==> src/hdl/tsls_pkg.sv <==
// shared constants, codes and types of the timestamp range line search unit
`default_nettype none
package tsls_pkg;

  // table geometry
  localparam int LINE_DEPTH   = 4096;
  localparam int ADDR_W       = $clog2(LINE_DEPTH);
  localparam int CNT_W        = ADDR_W + 1;
  localparam int SUM_W        = CNT_W + 1;
  localparam int TIME_W       = 48;

  // scan limits
  localparam int GAP_LIMIT    = 256;
  localparam int ORDER_SCAN   = 1024;
  localparam int ORDER_WINDOW = 16;
  localparam int WIN_W        = $clog2(ORDER_WINDOW + 1);

  // field widths
  localparam int REQ_W        = 2;
  localparam int POS_W        = 3;
  localparam int OUTC_W       = 3;

  // input beat layout, lowest bit first
  localparam int IN_DATA_W    = 128;
  localparam int IN_INDEX_LSB = 0;
  localparam int IN_HAS_BIT   = IN_INDEX_LSB + ADDR_W;
  localparam int IN_TV_LSB    = IN_HAS_BIT + 1;
  localparam int IN_TE_LSB    = IN_TV_LSB + TIME_W;
  localparam int IN_FROM_LSB  = IN_TE_LSB + TIME_W;
  localparam int OUT_DATA_W   = 32;

  // request kinds
  localparam logic [REQ_W-1:0] REQ_WRITE = 2'd0;
  localparam logic [REQ_W-1:0] REQ_FIND  = 2'd1;
  localparam logic [REQ_W-1:0] REQ_RANGE = 2'd2;

  // find positions
  localparam logic [POS_W-1:0] POS_EMPTY  = 3'd0;
  localparam logic [POS_W-1:0] POS_NONE   = 3'd1;
  localparam logic [POS_W-1:0] POS_BEFORE = 3'd2;
  localparam logic [POS_W-1:0] POS_AT     = 3'd3;
  localparam logic [POS_W-1:0] POS_AFTER  = 3'd4;

  // range outcomes
  localparam logic [OUTC_W-1:0] OUTC_LIMITS   = 3'd0;
  localparam logic [OUTC_W-1:0] OUTC_END_LE   = 3'd1;
  localparam logic [OUTC_W-1:0] OUTC_NO_STAMP = 3'd2;
  localparam logic [OUTC_W-1:0] OUTC_AFTER    = 3'd3;
  localparam logic [OUTC_W-1:0] OUTC_BEFORE   = 3'd4;
  localparam logic [OUTC_W-1:0] OUTC_NO_LINES = 3'd5;

  // datapath operations
  localparam int OP_W = 5;
  typedef logic [OP_W-1:0] dp_op_t;
  localparam dp_op_t OP_NONE       = 5'd0;
  localparam dp_op_t OP_LOAD       = 5'd1;
  localparam dp_op_t OP_EMPTY      = 5'd2;
  localparam dp_op_t OP_FSTART     = 5'd3;
  localparam dp_op_t OP_BS_STEP    = 5'd4;
  localparam dp_op_t OP_FINAL_SCAN = 5'd5;
  localparam dp_op_t OP_SCAN_RD    = 5'd6;
  localparam dp_op_t OP_SCAN_EV    = 5'd7;
  localparam dp_op_t OP_SCAN_DONE  = 5'd8;
  localparam dp_op_t OP_ORD_START  = 5'd9;
  localparam dp_op_t OP_BK_RD      = 5'd10;
  localparam dp_op_t OP_BK_EV      = 5'd11;
  localparam dp_op_t OP_FW_START   = 5'd12;
  localparam dp_op_t OP_FW_RD      = 5'd13;
  localparam dp_op_t OP_FW_EV      = 5'd14;
  localparam dp_op_t OP_FIND_DONE  = 5'd15;
  localparam dp_op_t OP_OUT        = 5'd16;

  typedef struct packed {
    logic             has;
    logic [TIME_W-1:0] stamp;
  } entry_t;

  typedef struct packed {
    logic [REQ_W-1:0] in_req;
    logic             range_bad;
    logic             cnt_zero;
    logic             low_lt_high;
    logic             scan_more;
    logic             rd_hit;
    logic             final_pass;
    logic             bk_more;
    logic             fw_more;
    logic             bk_viol;
    logic             fw_viol;
    logic             need_second;
    logic             out_busy;
  } dp_status_t;

endpackage
`default_nettype wire

==> src/hdl/tsls_ctrl.sv <==
// search sequencer: steps the datapath through probes, scans and results
`default_nettype none
module tsls_ctrl (
  input  wire logic                 clk,
  input  wire logic                 rst,
  input  wire logic                 s_tvalid,
  input  wire tsls_pkg::dp_status_t status,
  output logic                      s_tready,
  output tsls_pkg::dp_op_t          op
);
  import tsls_pkg::*;

  localparam logic [3:0] S_IDLE   = 4'd0;
  localparam logic [3:0] S_FSTART = 4'd1;
  localparam logic [3:0] S_BS     = 4'd2;
  localparam logic [3:0] S_SRD    = 4'd3;
  localparam logic [3:0] S_SEV    = 4'd4;
  localparam logic [3:0] S_SDONE  = 4'd5;
  localparam logic [3:0] S_OSTART = 4'd6;
  localparam logic [3:0] S_BRD    = 4'd7;
  localparam logic [3:0] S_BEV    = 4'd8;
  localparam logic [3:0] S_FRD    = 4'd9;
  localparam logic [3:0] S_FEV    = 4'd10;
  localparam logic [3:0] S_FDONE  = 4'd11;
  localparam logic [3:0] S_RES    = 4'd12;

  logic [3:0] state;
  logic [3:0] state_next;

  assign s_tready = (state == S_IDLE);

  always_comb begin
    state_next = state;
    op         = OP_NONE;
    unique case (state)
      S_IDLE: begin
        if (s_tvalid) begin
          op = OP_LOAD;
          if (status.in_req == REQ_FIND) begin
            state_next = S_FSTART;
          end else if (status.in_req == REQ_RANGE) begin
            state_next = status.range_bad ? S_RES : S_FSTART;
          end
        end
      end
      S_FSTART: begin
        if (status.cnt_zero) begin
          op         = OP_EMPTY;
          state_next = S_FDONE;
        end else begin
          op         = OP_FSTART;
          state_next = S_BS;
        end
      end
      S_BS: begin
        op         = status.low_lt_high ? OP_BS_STEP : OP_FINAL_SCAN;
        state_next = S_SRD;
      end
      S_SRD: begin
        if (status.scan_more) begin
          op         = OP_SCAN_RD;
          state_next = S_SEV;
        end else begin
          state_next = S_SDONE;
        end
      end
      S_SEV: begin
        op         = OP_SCAN_EV;
        state_next = status.rd_hit ? S_SDONE : S_SRD;
      end
      S_SDONE: begin
        op         = OP_SCAN_DONE;
        state_next = status.final_pass ? S_OSTART : S_BS;
      end
      S_OSTART: begin
        op         = OP_ORD_START;
        state_next = S_BRD;
      end
      S_BRD: begin
        if (status.bk_more) begin
          op         = OP_BK_RD;
          state_next = S_BEV;
        end else begin
          op         = OP_FW_START;
          state_next = S_FRD;
        end
      end
      S_BEV: begin
        op         = OP_BK_EV;
        state_next = status.bk_viol ? S_FDONE : S_BRD;
      end
      S_FRD: begin
        if (status.fw_more) begin
          op         = OP_FW_RD;
          state_next = S_FEV;
        end else begin
          state_next = S_FDONE;
        end
      end
      S_FEV: begin
        op         = OP_FW_EV;
        state_next = status.fw_viol ? S_FDONE : S_FRD;
      end
      S_FDONE: begin
        op         = OP_FIND_DONE;
        state_next = status.need_second ? S_FSTART : S_RES;
      end
      S_RES: begin
        if (!status.out_busy) begin
          op         = OP_OUT;
          state_next = S_IDLE;
        end
      end
      default: begin
        state_next = S_IDLE;
      end
    endcase
  end

  always_ff @(posedge clk) begin
    if (rst) begin
      state <= S_IDLE;
    end else begin
      state <= state_next;
    end
  end

endmodule
`default_nettype wire

==> config.mk <==
export PLATFORM = sky130hd
export DESIGN_NAME = tsls_ctrl
export DESIGN_NICKNAME = d
export VERILOG_FILES = /design/src/hdl/tsls_pkg.sv /design/src/hdl/tsls_ctrl.sv
export SDC_FILE = /design/constraint.sdc
export NUM_CORES = 1
export LEC_CHECK = 0
export ABC_AREA = 1
export BUFFER_PORTS_ARGS = -buffer_cell sky130_fd_sc_hd__buf_2
export CAP_MARGIN = 25
export CORE_AREA = 2 2 39 41
export DETAILED_ROUTE_END_ITERATION = 7
export DIE_AREA = 0 0 41 43
export PLACE_DENSITY = 0.69
export SETUP_SLACK_MARGIN = 0.02
export SLEW_MARGIN = 5
export SYNTH_ARGS = -nofsm -noshare
export SYNTH_HDL_FRONTEND = slang
export SYNTH_SLANG_ARGS = --single-unit
==> constraint.sdc <==
create_clock -name clk -period 1.4 [get_ports clk]
set_input_delay 0.14 -clock clk [delete_from_list [all_inputs] [get_ports clk]]
set_output_delay 0.14 -clock clk [all_outputs]
set_load 0.05 [all_outputs]
# Word-level counts from Yosys, hierarchy flattened
# Cells that the tools add are included.
[totals] in_bits=17 regBits=4 out_inout_bits=6
[op_classes] reduce_logical=2 n_eq_ne=17 n_mux=23
[ops] operator="$pmux 5 s13" n=1
[ops] operator="$pmux 4 s13" n=1
[ops] operator="$mux 4" n=9
[ops] operator="$eq 4x4->1 const B" n=5
[ops] operator="$eq 4x3->1 const B" n=4
[ops] operator="$mux 3" n=4
[ops] operator="$eq 4x2->1 const B" n=2
[ops] operator="$mux 1" n=6
[ops] operator="$mux 5" n=1
[ops] operator="$eq 4x1->1 const B" n=1
[ops] operator="$logic_not 4->1" n=1
[ops] operator="$ne 2x2->1 const B" n=2
[ops] operator="$ne 3x1->1 const B" n=1
[ops] operator="$reduce_and 3->1" n=1
[ops] operator="$eq 2x1->1 const B" n=1
[ops] operator="$eq 2x2->1 const B" n=1
[ops] operator="$mux 2" n=1

# Longest topological paths before layout
[depth] ltp_word=5 mapped_depth=9 ltp_nobuf=9

# Worst setup path after synthesis
# OpenSTA, ideal clock, no wires.
[synth_path] kind="register -> output" start="register state[0]" end="output op[4]" t_arrival_ns=1.721 path_slack_ns=-0.461 stages_incl_launch_ff=4 path_buffers=0 path_cell_list="dfxtp_1 > nor2_1 > inv_1 > nor3_1"
[synth_via] elab_chain_len=2
[synth_rtl] element="start, declared" line="tsls_ctrl.sv:27" text="logic [3:0] state;"
[synth_rtl] element="start signal, assigned" line="tsls_ctrl.sv:124" text="state <= state_next;"
[synth_rtl] element="$eq 4x4->1 (tied with other cells)" line="tsls_ctrl.sv:35" text="unique case (state)"
[synth_rtl] element="$pmux 5 s13 *" line="tsls_ctrl.sv:35"
[synth_rtl] element="end, declared" line="tsls_ctrl.sv:9" text="output tsls_pkg::dp_op_t op"
# Every way passes the cells marked *; elsewhere a longest branch is shown, timed or not.

# Worst setup path after layout
[layout_path] start="register state[1]" end="output op[0]"
# The elaborated chain is that of the path after synthesis.

==> reports/metrics.cfg <==
[timing]
final_max_slew_viol_count = 0
finalCriticalPeriod_ns = 1.51
relSlewSlack_pct = 85.5
clock.fmax_mhz = 663
fin_ws_ns = -0.109
skew_ns = 0.00535
finalCritPeriodShare_pct = 108
rsz0062_at_grt = yes
setup-violations-final = 4
tns_ns = -0.345
worst_pin_slew_ns = 0.217
finalHoldViolCount = 0

[synth]
yosysTopAreaCell = nand2_1
synth-compound-area-share_pct = 14.1
ys_ff_latch = 4
yosysTopAreaCellShare_pct = 17.6
synth-xor-area-share_pct = 0
synth_fa_ha_area_share_pct = 0
syn_area_sq_um = 532
synthMuxAreaShare_pct = 0
yosysSeqAreaShare_pct = 15.1
netlist_instances = 103
syn_avg_cell_area_sq_um = 5.16
syn_nets = 120
synthTopCellsByArea = nand2_1 (18%), dfxtp_1 (15%), nor2_1 (12%), nand3_1 (11%), inv_1 (9.2%)
synth.distinct_cells = 20
synth_top_family_by_area = simple AND/OR/NAND/NOR gates
synth_warnings = 0
yosys.area_share.simple_pct = 58.1

[drt]
finalWirelength_microns = 2070
drt_iter0_markers = 17
route.detailed.drc = 0
avgRoutedWirePerCell_microns = 13.5
detail-route-antenna-nets = 0
vias_per_cell = 5.49
vias = 845
first_pass_iters = 4

[finish]
drive_gt1_share_pct = 56.5
post-route-util_pct = 68.5
largest_reg_flops = 4
layout_commonest_cell = nand2_1
top_regs = state x4
area_delta_synth_final_pct = 78.4
stdcell_area_sq_um = 948
fin_nets = 157
largest_register = state
layout_common_cells = nand2_1 (19), buf_2 (16), nor2_1 (13), buf_4 (10)
num_antenna_cells = 0

[worst_setup_path]
crit_path_end_kind = output port
crit_path_frequent_cell = nor2_4
worstSetupPathType = flop to output port
path_cells = nor2_4 > inv_2 > nor2_4 > a21oi_4 > nand4_1 > buf_6
cp_max_fo = 5
cp_data_required_time_ns = 1.26
arrival_ns = 1.37
max_stage_delay_ns = 0.37
cpMaxStageDelayCell = dfxtp_4
startpoint_type = flop

[floorplanning]
start_util_pct = 38.4
die_w_microns = 41
die_area_sq_um = 1760
coreArea_sq_um = 1380
pin_count = 23
fp.dieH_microns = 43
rows = 14

[outcome]
run_status = finished, violations left
violations = setup timing

[global_route]
antenna_found_initial = 0
grt_pass1_vias = 762
grt_usage_pct = 26.1
grt_pass1_wl_microns = 3170
grt_remaining_overflow = 0
grt_max_degree = 7

[clock_network]
cts_buffer_depth = 2
cts_tree = done
clock_tree.root_cell = clkbuf_4
h-tree-depth = 1
clock_sinks = 4
clock_latency_ns = 0.24
ctsHoldBuffers = 0
cts_buffers = 3
clkTransAtPathRegs_ns = 0.04

[power_and_ir_drop]
powerDensity_nw_per_um2 = 2550
vdd_drop_max_mv = 1.18
p_total_mw = 2.42
p_leak_nw = 0.465

[place]
placed_area_sq_um = 701
portBuffers = 22
place_ws_ns = 0.0252
dp_hpwl_microns = 1330
place_congestion = 0.892

[run]
cap_violations = 0

[worst_hold_path]
min-delay-path-class = input pin to flop

[worst max-delay path, delay by kind of cell (launching register included)]
family	cells	cell delay [ns]
AOI/OAI and AO/OA	1	0.05
buffers and inverters	2	0.25
DFF	1	0.37
and+or+nand+nor	3	0.44
[where the power goes]
group | switching, mW | total [mW] | leakage [nW] | internal (mW)
clock network | 0.0522 | 0.148 | 0.0138 | 0.0962
registers | 0.123 | 0.308 | 0.0356 | 0.185
logic | 1.24 | 1.96 | 0.416 | 0.719
[through the flow]
step	instances	hold WS (ns)
after floorplan	103	0.202
after global placement	143	0.348
after detailed placement	143	0.352
after CTS	151	0.0911
after global routing	154	0.0933
final	154	0.0986
[per-layer routing]
layer	vias up	track usage (%)	routed length, microns
met5	-	0	0
met3	11	2.09	137
met4	0	17.3	68
li1	410	-	-
met2	48	39.1	1030
met1	376	33.5	835
[final timing paths]
| path | start | to | slack (ns) | cells after the start |
|---|---|---|---|---|
| min | rst | state[0]$_SDFFE_PP0P_ | 0.1 | 2 |
| max reg2reg | state[0]$_SDFFE_PP0P_ | state[3]$_SDFFE_PP0P_ | 0.05 | 9 |
| min reg2reg | state[0]$_SDFFE_PP0P_ | state[3]$_SDFFE_PP0P_ | 0.72 | 3 |
| max | state[1]$_SDFFE_PP0P_ | op[0] | -0.11 | 6 |
[cell families (layout without fill, tap and decap cells)]
family	count (synthesis)	after routing
flops	4	4
simple gates	68	68
buf+inv	18	53
compound gates	13	13
[cell usage after synthesis]
master      n
nand2_1    25
nor2_1     17
inv_1      13
nand3_1    12
a21oi_1     7
dfxtp_1     4
nand2_2     4
nor2_2      4
inv_2       3
clkinv_1    2
nor3_1      2
o22ai_1     2
a41oi_1     1
nand3b_1    1
nand4_1     1
nor2_4      1
o2111ai_1   1
o21ai_0     1
o21ai_1     1
or2_2       1
[what timing repair did]
item | in CTS | in global routing
gates resized for setup | 37 | 13
hold endpoints to repair | 0 | 0
pin swaps | 8 | 7
buffers inserted | 5 | 3
endpoints found under the setup margin | 6 | 9
[area by class of cell]
class	instances	area, sq um
Inverter	18	77.6
Clock buffer	3	22.5
Sequential cell	4	95.1
Multi-Input combinational cell	81	510
Tap cell	16	20.0
Fill cell	118	435
Timing Repair Buffer	32	223
No activity file was read; power rests on OpenSTA's default activity.
